[src/design/r2c_pkg.sv]
`default_nettype none

package r2c_pkg;

    localparam int ADDR_W = 32;
    localparam int LEN_W  = 6;

    localparam logic [ADDR_W-1:0] ADDR_ONES = {ADDR_W{1'b1}};
    localparam logic [LEN_W-1:0]  ADDR_BITS = LEN_W'(ADDR_W);

    // Controller to datapath commands
    typedef struct packed {
        logic load;      // take a new range, order the bounds, clear the level
        logic emit;      // write one prefix into the output register
        logic sel_hi;    // prefix base comes from the high bound
        logic last;      // prefix closes the range
        logic inc_lo;    // move the low bound past its unaligned edge
        logic step;      // trim the high edge, halve both bounds, next level
    } cmd_t;

    // Datapath to controller status
    typedef struct packed {
        logic bounds_eq;   // low bound equals high bound
        logic lo_odd;      // low edge unaligned at this level
        logic hi_even;     // high edge unaligned at this level
        logic hi_last;     // trimming the high edge empties the range
        logic out_free;    // output register can take a prefix this cycle
    } sts_t;

endpackage

`default_nettype wire

[src/design/range_to_cidr_prefixes_core.sv]
`default_nettype none

// Splits an inclusive IPv4 range (bounds in either order) into the smallest
// list of aligned CIDR prefixes that covers it, one output transaction per
// prefix, with last_prefix set on the final one. Prefixes come out bit level
// by bit level from /32 upward, the low-side block before the high-side block
// at each level; the whole address space gives one /0. A range is taken only
// when the block is idle. Each bit level has a low-edge step, then a
// high-edge step with the halving of both bounds; a range closes at the level
// where the bounds meet, or on a high edge whose trim empties the range. The
// output register holds one prefix; while it waits to be taken the controller
// carries on until the next prefix is ready, and then holds.
module range_to_cidr_prefixes_core
    import r2c_pkg::*;
(
    input  wire logic              clk,
    input  wire logic              rst_n,
    input  wire logic              in_valid,
    output logic                   in_stall,
    input  wire logic [ADDR_W-1:0] range_start,
    input  wire logic [ADDR_W-1:0] range_end,
    output logic                   out_valid,
    input  wire logic              out_stall,
    output logic [ADDR_W-1:0]      network_address,
    output logic [LEN_W-1:0]       prefix_length,
    output logic [ADDR_W-1:0]      net_mask,
    output logic                   last_prefix
);

    cmd_t cmd;
    sts_t sts;

    r2c_ctrl u_ctrl
    (
        .clk      (clk),
        .rst_n    (rst_n),
        .in_valid (in_valid),
        .in_stall (in_stall),
        .sts      (sts),
        .cmd      (cmd)
    );

    r2c_dpath u_dpath
    (
        .clk             (clk),
        .rst_n           (rst_n),
        .range_start     (range_start),
        .range_end       (range_end),
        .cmd             (cmd),
        .sts             (sts),
        .out_valid       (out_valid),
        .out_stall       (out_stall),
        .network_address (network_address),
        .prefix_length   (prefix_length),
        .net_mask        (net_mask),
        .last_prefix     (last_prefix)
    );

    // A taken range keeps the input closed while it is split
    a_busy_after_accept: assert property (@(posedge clk) disable iff (!rst_n)
        in_valid && !in_stall |=> in_stall)
        else $error("input open right after a range was taken");

    // The mask has exactly as many ones as the prefix length
    a_mask_matches_len: assert property (@(posedge clk) disable iff (!rst_n)
        out_valid |-> ($countones(net_mask) == prefix_length))
        else $error("net_mask does not match prefix_length");

    // Host bits of the network address are clear
    a_host_bits_clear: assert property (@(posedge clk) disable iff (!rst_n)
        out_valid |-> ((network_address & ~net_mask) == '0))
        else $error("network_address has host bits set");

    // The prefix length never passes the address width
    a_len_in_range: assert property (@(posedge clk) disable iff (!rst_n)
        out_valid |-> (prefix_length <= ADDR_BITS))
        else $error("prefix_length out of range");

endmodule

`default_nettype wire

[src/design/r2c_ctrl.sv]
`default_nettype none

module r2c_ctrl
    import r2c_pkg::*;
(
    input  wire logic clk,
    input  wire logic rst_n,
    input  wire logic in_valid,
    output logic      in_stall,
    input  wire sts_t sts,
    output cmd_t      cmd
);

    localparam logic [1:0] ST_IDLE  = 2'd0;
    localparam logic [1:0] ST_LEVEL = 2'd1;
    localparam logic [1:0] ST_HIGH  = 2'd2;

    logic [1:0] state_reg;
    logic [1:0] state_next;

    // Take a range only between ranges
    assign in_stall = (state_reg != ST_IDLE);

    // Sequence the low edge, then the high edge, of each level
    always_comb
    begin
        state_next = state_reg;
        cmd        = '0;
        case (state_reg)
            ST_IDLE:
            begin
                if (in_valid)
                begin
                    cmd.load   = 1'b1;
                    state_next = ST_LEVEL;
                end
            end
            ST_LEVEL:
            begin
                if (sts.bounds_eq)
                begin
                    if (sts.out_free)
                    begin
                        cmd.emit   = 1'b1;
                        cmd.last   = 1'b1;
                        state_next = ST_IDLE;
                    end
                end
                else if (sts.lo_odd)
                begin
                    if (sts.out_free)
                    begin
                        cmd.emit   = 1'b1;
                        cmd.inc_lo = 1'b1;
                        state_next = ST_HIGH;
                    end
                end
                else
                begin
                    state_next = ST_HIGH;
                end
            end
            ST_HIGH:
            begin
                if (sts.hi_even)
                begin
                    if (sts.out_free)
                    begin
                        cmd.emit   = 1'b1;
                        cmd.sel_hi = 1'b1;
                        cmd.last   = sts.hi_last;
                        cmd.step   = 1'b1;
                        state_next = sts.hi_last ? ST_IDLE : ST_LEVEL;
                    end
                end
                else
                begin
                    cmd.step   = 1'b1;
                    state_next = ST_LEVEL;
                end
            end
            default:
            begin
                state_next = ST_IDLE;
            end
        endcase
    end

    always_ff @(posedge clk or negedge rst_n)
    begin
        if (!rst_n)
        begin
            state_reg <= ST_IDLE;
        end
        else
        begin
            state_reg <= state_next;
        end
    end

endmodule

`default_nettype wire

[src/design/r2c_dpath.sv]
`default_nettype none

module r2c_dpath
    import r2c_pkg::*;
(
    input  wire logic              clk,
    input  wire logic              rst_n,
    input  wire logic [ADDR_W-1:0] range_start,
    input  wire logic [ADDR_W-1:0] range_end,
    input  wire cmd_t              cmd,
    output sts_t                   sts,
    output logic                   out_valid,
    input  wire logic              out_stall,
    output logic [ADDR_W-1:0]      network_address,
    output logic [LEN_W-1:0]       prefix_length,
    output logic [ADDR_W-1:0]      net_mask,
    output logic                   last_prefix
);

    logic [ADDR_W-1:0] lo_reg, lo_next;
    logic [ADDR_W-1:0] hi_reg, hi_next;
    logic [LEN_W-1:0]  level_reg, level_next;
    logic              out_valid_reg, out_valid_next;
    logic [ADDR_W-1:0] addr_reg, addr_next;
    logic [LEN_W-1:0]  len_reg, len_next;
    logic [ADDR_W-1:0] mask_reg, mask_next;
    logic              last_reg, last_next;
    logic [ADDR_W-1:0] hi_trim;
    logic [ADDR_W-1:0] base_sel;

    // Status for the controller
    assign sts.bounds_eq = (lo_reg == hi_reg);
    assign sts.lo_odd    = lo_reg[0];
    assign sts.hi_even   = !hi_reg[0];
    assign sts.hi_last   = (lo_reg >= hi_reg);
    assign sts.out_free  = !out_valid_reg || !out_stall;

    // Drop the high edge address when it is unaligned
    assign hi_trim = hi_reg - {{(ADDR_W-1){1'b0}}, !hi_reg[0]};

    // Advance the bounds
    always_comb
    begin
        lo_next    = lo_reg;
        hi_next    = hi_reg;
        level_next = level_reg;
        if (cmd.load)
        begin
            if (range_end < range_start)
            begin
                lo_next = range_end;
                hi_next = range_start;
            end
            else
            begin
                lo_next = range_start;
                hi_next = range_end;
            end
            level_next = '0;
        end
        else if (cmd.inc_lo)
        begin
            lo_next = lo_reg + {{(ADDR_W-1){1'b0}}, 1'b1};
        end
        else if (cmd.step)
        begin
            lo_next    = lo_reg >> 1;
            hi_next    = hi_trim >> 1;
            level_next = level_reg + {{(LEN_W-1){1'b0}}, 1'b1};
        end
    end

    // Build one prefix in the output register
    assign base_sel = cmd.sel_hi ? hi_reg : lo_reg;

    always_comb
    begin
        addr_next      = addr_reg;
        len_next       = len_reg;
        mask_next      = mask_reg;
        last_next      = last_reg;
        out_valid_next = out_valid_reg && out_stall;
        if (cmd.emit)
        begin
            addr_next      = base_sel << level_reg;
            len_next       = ADDR_BITS - level_reg;
            mask_next      = ADDR_ONES << level_reg;
            last_next      = cmd.last;
            out_valid_next = 1'b1;
        end
    end

    always_ff @(posedge clk or negedge rst_n)
    begin
        if (!rst_n)
        begin
            out_valid_reg <= 1'b0;
        end
        else
        begin
            out_valid_reg <= out_valid_next;
        end
    end

    always_ff @(posedge clk)
    begin
        lo_reg    <= lo_next;
        hi_reg    <= hi_next;
        level_reg <= level_next;
        addr_reg  <= addr_next;
        len_reg   <= len_next;
        mask_reg  <= mask_next;
        last_reg  <= last_next;
    end

    assign out_valid       = out_valid_reg;
    assign network_address = addr_reg;
    assign prefix_length   = len_reg;
    assign net_mask        = mask_reg;
    assign last_prefix     = last_reg;

endmodule

`default_nettype wire
[config.mk]
export PLATFORM = sky130hd
export DESIGN_NAME = range_to_cidr_prefixes_core
export DESIGN_NICKNAME = d
export VERILOG_FILES = /design/src/design/r2c_pkg.sv /design/src/design/range_to_cidr_prefixes_core.sv /design/src/design/r2c_ctrl.sv /design/src/design/r2c_dpath.sv
export SDC_FILE = /design/constraint.sdc
export NUM_CORES = 1
export LEC_CHECK = 0
export ABC_AREA = 1
export BUFFER_PORTS_ARGS = -buffer_cell sky130_fd_sc_hd__buf_2
export CORE_MARGIN = 2
export CORE_UTILIZATION = 41
export DETAILED_ROUTE_END_ITERATION = 16
export SETUP_SLACK_MARGIN = 0.15
export SYNTH_ARGS = -nofsm -noshare
export SYNTH_HDL_FRONTEND = slang
export SYNTH_HIERARCHICAL = 1
export SYNTH_SLANG_ARGS = --single-unit
export TNS_END_PERCENT = 10
[constraint.sdc]
create_clock -name clk -period 5.2 [get_ports clk]
set_input_delay 1.04 -clock clk [delete_from_list [all_inputs] [get_ports clk]]
set_output_delay 1.04 -clock clk [all_outputs]
set_load 0.005 [all_outputs]
==> out/qor.txt, run 1 <==
Setup ws final -> 1.448 ns
Worst ir drop on vdd -> 0.2733 mV
GRT Util Overall -> 0.2351
Area delta synth->final -> 13.72%
Hold Path Class -> primary input to asynchronous set/reset pin
Initial DRC count -> 1062
Synth area leader -> edfxtp_1
Syn Nets -> 1813
Pwr/cell area -> 587.9 nW/um^2
Area of the multi-input gates -> 6452 um^2
R2R Path Start -> u_dpath/lo_reg[15]$_DFFE_PP_
Outcome -> completed
Clk root buf -> clkbuf_16
WP data arrival -> 3.84 ns
CTS clk-pin slew, worst paths -> 0.06 ns
GP Congestion -> 0.9441
Mean routed wirelength per cell -> 16.19 um
Maximum fanout along the worst path -> 32
Leakage -> 6.136 nW
PortBufs -> 140
Post-CTS Setup Bufs -> 0
Synth top area share -> 0.3441
Yosys warns -> 6
Grt ovf -> 0
Maximum root-to-sink buffer count -> 2
Period utilization -> 0.7216
Share of async-settable or async-resettable flops after synthesis -> 0.02083
Total power draw -> 7.876 mW
ANT cells -> 0
Time the worst path needs with I/O delays and setup -> 3.752 ns
Die H -> 173.5 um
Vias in the first global route -> 10550
Dpl hpwl -> 27.56 mm
Io pins -> 141
Via Count -> 11410
Post-DP Area -> 12840 um^2
Die extent in x -> 173.5 um
Vias/cell -> 5.248
Slew Limit Fails -> 0
Seq. cell area -> 4249 um^2
Initial antenna violation count -> 0
RSZ-0062 raised after global routing -> false
Slowest cell on crit path -> edfxtp_1
Pre-CTS setup slack -> 1.272 ns
Cell count after synthesis -> 1668
Seq/Total Area, Yosys -> 0.3607
Final nets -> 1923
FF-to-FF path depth -> 14
Rel. slew slack -> 0.2987
Core Box Area -> 28470 um^2
Mapped cell area -> 11780 um^2
Post-route design area -> 13400 um^2
CP Cell Sequence -> ha_1 -> nand2_1 -> nor2_1 -> nand2_1 -> nor4_1 -> nand2_1 -> inv_1 -> inv_1 -> nand4_1 -> inv_1 -> nor2_1 -> inv_1 -> nand2_1 -> buf_4
Initial Util -> 0.4138
Initial DRT Pass Iterations -> 8
Critical Setup Path Class -> flip-flop to flip-flop
Leading cell types by total area after synthesis -> edfxtp_1 (34%), nand2_1 (15%), nand3_1 (10%)
R2r endpoint -> u_dpath/hi_reg[26]$_DFFE_PP_
Global-route wire length before repair -> 55.77 mm
Kind of end point of the critical path -> flip-flop
Synthesized area per cell -> 7.063 um^2
DRC errors left -> 0
Count of different cell masters after synthesis -> 46
Max Cap Viol -> 0
Die area -> 30110 um^2
CTS Buf Count -> 17
CTS tree -> built
Total wire length -> 35.22 mm
Hold Fails Final Rpt -> 0
Clk sinks -> 144
Clock latency on the worst-skew pair -> 0.44 ns
R2R Setup Slk -> 1.45 ns
Clock skew -> 0.009430 ns
Ys flop type -> edfxtp_1
Hold buffer count at CTS -> 0
Fill cells -> 2900
Pin count of the biggest net entering global routing -> 69
CP startpoint kind -> flip-flop
Final Hold Slack -> 0.3914 ns
Layout cells sized above 1 -> 0.1245
F_max -> 266.5 MHz
# setup viols final -> 0
Post-synth EDFFs -> 135
Post-route ant nets -> 0
Slowest stage delay, CP -> 0.51 ns
H-tree depth -> 4
Worst slew pin tran -> 1.048 ns
CTS-repair resized insts -> 0
Row count -> 62
Synth Register Bits -> 144
Post-Route Setup TNS -> 0 ns
Req. time, crit path -> 5.28 ns
worst max path at each step:
stage | to | from | slack (ns) | depth (start not counted)
after floorplan | u_dpath/last_prefix$_DFFE_PP_ | u_dpath/lo_reg[15]$_DFFE_PP_ | 1.03 | 9
after global placement | u_dpath/network_address[24]$_SDFFCE_PP0P_ | out_stall | 1.22 | 15
after detailed placement | u_dpath/network_address[24]$_SDFFCE_PP0P_ | out_stall | 1.27 | 15
after CTS | u_dpath/hi_reg[30]$_DFFE_PP_ | u_dpath/lo_reg[15]$_DFFE_PP_ | 1.41 | 14
after global routing | u_dpath/level_reg[5]$_SDFFE_PP0P_ | u_dpath/lo_reg[15]$_DFFE_PP_ | 1.29 | 17
final | u_dpath/hi_reg[26]$_DFFE_PP_ | u_dpath/lo_reg[15]$_DFFE_PP_ | 1.45 | 14
cells in the final DEF, fill, tap and decap left out, types with 3 or more instances in the layout:
| master | count |
|---|---|
| nand2_1 | 472 |
| nand3_1 | 240 |
| inv_1 | 203 |
| buf_2 | 140 |
| edfxtp_1 | 135 |
| nor2_1 | 125 |
| o21ai_0 | 88 |
| ha_1 | 77 |
| a21oi_1 | 58 |
| xor2_1 | 35 |
| nor3_1 | 30 |
| buf_4 | 22 |
| nand4_1 | 22 |
| clkbuf_16 | 17 |
| a22oi_1 | 17 |
| o211ai_1 | 17 |
| o21ai_1 | 15 |
| or2_2 | 7 |
| dfxtp_1 | 6 |
| inv_6 | 5 |
| nand2_2 | 5 |
| o22ai_1 | 5 |
| nor2_2 | 4 |
| clkinvlp_4 | 3 |
| dfrtp_1 | 3 |
| a31oi_1 | 3 |
| nor2_4 | 3 |
| nor4_1 | 3 |
cells by family (layout without fill, tap and decap cells):
group / after synthesis / in the layout / synth area share
and+or+nand+nor: 916 / 916 / 0.3333
buffers and inverters: 279 / 402 / 0.09431
AOI/OAI and AO/OA: 216 / 216 / 0.1031
DFF: 144 / 144 / 0.3607
adders and majority gates: 77 / 77 / 0.08178
xor gates and xnor gates: 35 / 35 / 0.02602
muxes: 1 / 1 / 0.0008497
cell type report:
class / instances / share of cell area
clock inverter: 14 / 0.009245
inverter: 207 / 0.05799
multi-input combinational: 1245 / 0.4816
timing repair buffer: 163 / 0.06612
sequential: 144 / 0.3171
clock buffer: 18 / 0.03203
tap: 384 / 0.03586
synth_stat cells, drive strengths merged, types with 4 or more instances:
cell type,number
a31oi,4
nor2,132
nor3,31
nand4,22
nand2,479
or2,8
a22oi,18
ha,77
o22ai,5
inv,205
dfxtp,6
nand3,241
o21ai,104
xor2,35
clkbuf,34
edfxtp,135
o211ai,17
a21oi,59
buf,38
worst max-delay path: cells and delay by family, from the launching register on:
| family | cells | cell delay, ns |
|---|---|---|
| simple gates | 8 | 1.55 |
| fa+ha+maj | 1 | 0.36 |
| buf+inv | 5 | 0.96 |
| flops | 1 | 0.51 |
report_power, final:
group / internal, mW / switching [mW]
logic: 1.40 / 2.85
registers: 2.03 / 0.429
clock network: 0.625 / 0.534
per-layer routing:
layer	up-vias	part of all wire	global-route usage
li1	5789	-	-
met5	-	0	0
met1	5167	0.47	0.3293
met2	405	0.44	0.3682
met4	0	0.031	0.09569
met3	53	0.056	0.03048
stage by stage:
step | util | std cells
floorplan | - | 1668
global placement | 0.4512 | 2143
detailed placement | 0.4512 | 2143
CTS | 0.4706 | 2175
global route | 0.4706 | 2175
finish | 0.4706 | 2175
No activity file was read; power rests on OpenSTA's default activity.
==> run 2: changes to the inputs <==
- ABC_AREA: 1 -> 0
- clock period: 5.2 -> 3.1 ns (I/O delays scaled with it)
==> run 2 against run 1 <==
Non-clock buffer count is 101 higher. Critical endpoint is now u_dpath/lo_reg[31]$_DFFE_PP_. Sequential power is 55% higher. Critical path type unchanged. Sequential cell count did not move. Largest cell class unchanged. Synthesized area shrank 2.5%. Total power increased by 85%. Clock power up 84%. Fmax is 27% higher.
==> out/qor.txt, run 2 <==
Crit path from -> u_dpath/hi_reg[0]$_DFFE_PP_
Leakage -> 5.454 nW
CP Cell Sequence -> buf_4 -> ha_1 -> nand4_1 -> nor2_1 -> and3_1 -> and4b_2 -> buf_12 -> buf_4 -> nand2b_1 -> mux2i_1 -> nor2_1 -> a21oi_1
Leading cell types by total area after synthesis -> edfxtp_1 (35%), ha_1 (8.4%), mux4_2 (6.5%)
ANT cells -> 0
CTS tree -> built
Post-synth EDFFs -> 135
Ys flop type -> edfxtp_1
Pin count of the biggest net entering global routing -> 75
CP startpoint kind -> flip-flop
Synth area leader -> edfxtp_1
Synthesized area per cell -> 9.330 um^2
R2R Setup Slk -> 0.15 ns
Crit path max-delay family -> simple AND/OR/NAND/NOR gates
Req. time, crit path -> 3.27 ns
WP data arrival -> 3.12 ns
Via Count -> 10530
RSZ-0062 raised after global routing -> true
Grt ovf -> 0
Busiest grt layer -> met1
GP Congestion -> 0.9391
Dpl hpwl -> 26.59 mm
GRT met2 Usage -> 0.3522
Post-route ant nets -> 0
Vias in the first global route -> 9600
Critical Setup Path Class -> flip-flop to flip-flop
Die extent in x -> 171.4 um
Core Box Area -> 27710 um^2
PortBufs -> 140
Hold Path Class -> primary input to asynchronous set/reset pin
Period utilization -> 0.9516
Layout cells sized above 1 -> 0.2600
Most common cell in the netlist -> edfxtp_1
Cell count after synthesis -> 1231
Slew Limit Fails -> 0
Total wire length -> 35.01 mm
GR Layer Usage met3 -> 0.03728
Post-Route Setup TNS -> 0 ns
Initial DRT Pass Iterations -> 7
Global-route wire length before repair -> 54.27 mm
Share of async-settable or async-resettable flops after synthesis -> 0.02083
Total power draw -> 14.54 mW
Mapped cell area -> 11480 um^2
Seq/Total Area, Yosys -> 0.3700
DRC errors left -> 0
Count of different cell masters after synthesis -> 75
Final nets -> 1563
R2R Path Start -> u_dpath/hi_reg[0]$_DFFE_PP_
Io pins -> 141
Clk sinks -> 144
Slowest stage delay, CP -> 0.46 ns
CTS Buf Count -> 17
Pwr/cell area -> 1040 nW/um^2
Fill cells -> 2567
Commonest non-fill, non-tap cell in the layout -> buf_2
Area delta synth->final -> 21.76%
Clock skew -> 0.01265 ns
CTS clk-pin slew, worst paths -> 0.08 ns
Clk root buf -> clkbuf_16
Clock latency on the worst-skew pair -> 0.44 ns
GRT Util Overall -> 0.2405
Time the worst path needs with I/O delays and setup -> 2.950 ns
H-tree depth -> 4
Maximum fanout along the worst path -> 23
Syn Nets -> 1376
Maximum root-to-sink buffer count -> 2
F_max -> 339.0 MHz
Grt met1 use -> 0.3630
Initial DRC count -> 1110
Slowest cell on crit path -> edfxtp_1
Synth top area share -> 0.3530
Synth Register Bits -> 144
Die H -> 171.4 um
Commonest cells in the netlist -> edfxtp_1 (135), nand2_1 (97), nor2_1 (90)
Most frequent cells in the layout -> buf_2 (140), edfxtp_1 (135), buf_4 (113)
Kind of end point of the critical path -> flip-flop
# setup viols final -> 0
Initial Util -> 0.4145
Max Cap Viol -> 0
Hold Fails Final Rpt -> 0
Vias/cell -> 5.819
Row count -> 61
Die area -> 29370 um^2
Worst ir drop on vdd -> 0.4692 mV
Initial antenna violation count -> 0
Yosys warns -> 6
Mean routed wirelength per cell -> 19.35 um
Worst slew pin tran -> 0.7425 ns
Rel. slew slack -> 0.5045
WP buf/inv -> 3
Outcome -> completed
-- run 2: metrics by stage --
step	hold slack (ns)	std cells	cell area (um^2)	util	setup WS, ns
6_report	0.5022	1809	13980	0.5047	0.1500
5_1_grt	0.4921	1809	13980	0.5047	0.06915
3_5_place_dp	0.4200	1775	13340	0.4815	-0.006417
3_3_place_gp	0.4186	1775	13340	0.4815	-0.03608
2_1_floorplan	0.3244	1231	11500	-	0.01434
4_1_cts	0.4842	1808	13960	0.5039	0.1374
-- run 2: area by class of cell --
class / count / area (um^2) / share of cell area
timing repair buffer: 264 / 1759 / 0.1258
clock buffer: 17 / 425.4 / 0.03042
tap: 378 / 473.0 / 0.03382
multi-input combinational: 902 / 6559 / 0.4690
clock inverter: 15 / 181.4 / 0.01297
sequential: 144 / 4252 / 0.3040
inverter: 89 / 334.1 / 0.02389
-- run 2: kinds of logic after synthesis --
logic type      after synthesis  synth area share
simple gates                347            0.1491
mux                          63           0.09195
buf+inv                     185           0.06264
fa+ha+maj                    77           0.08389
compound gates              359            0.1997
xor+xnor                     56           0.04271
flops                       144            0.3700
-- run 2: timing repair --
item / CTS / global route
pin swaps: 0 / 2
resized for setup: 1 / 6
hold buffers: 1 / 0
setup endpoints to repair: 2 / 80
hold endpoints to repair: 3 / 0
setup buffers: 0 / 1
gates cloned: 0 / 0
-- run 2: final timing paths --
| check | to | cells after the start |
|---|---|---|
| setup / recovery | u_dpath/lo_reg[31]$_DFFE_PP_ | 12 |
| hold reg to reg | u_dpath/net_mask[5]$_SDFFCE_PP0P_ | 1 |
| setup reg to reg | u_dpath/lo_reg[31]$_DFFE_PP_ | 12 |
| max in group asynchronous | u_ctrl/state_reg[0]$_DFFE_PN0P_ | 2 |
| hold / removal | u_dpath/out_valid$_DFF_PN0_ | 2 |
| min in group clk | u_ctrl/state_reg[0]$_DFFE_PN0P_ | 3 |
-- run 2: routing by layer --
| layer | up-vias | wire length, um | part of all wire |
|---|---|---|---|
| li1 | 5015 | - | - |
| met5 | - | 0 | 0 |
| met4 | 0 | 759 | 0.022 |
| met1 | 4935 | 16350 | 0.47 |
| met2 | 537 | 14930 | 0.43 |
| met3 | 40 | 2974 | 0.085 |
-- run 2: where the power goes --
part | switching, mW | internal (mW)
clock network | 1.04 | 1.10
registers | 0.448 | 3.37
logic | 4.90 | 3.69
total | 6.39 | 8.15
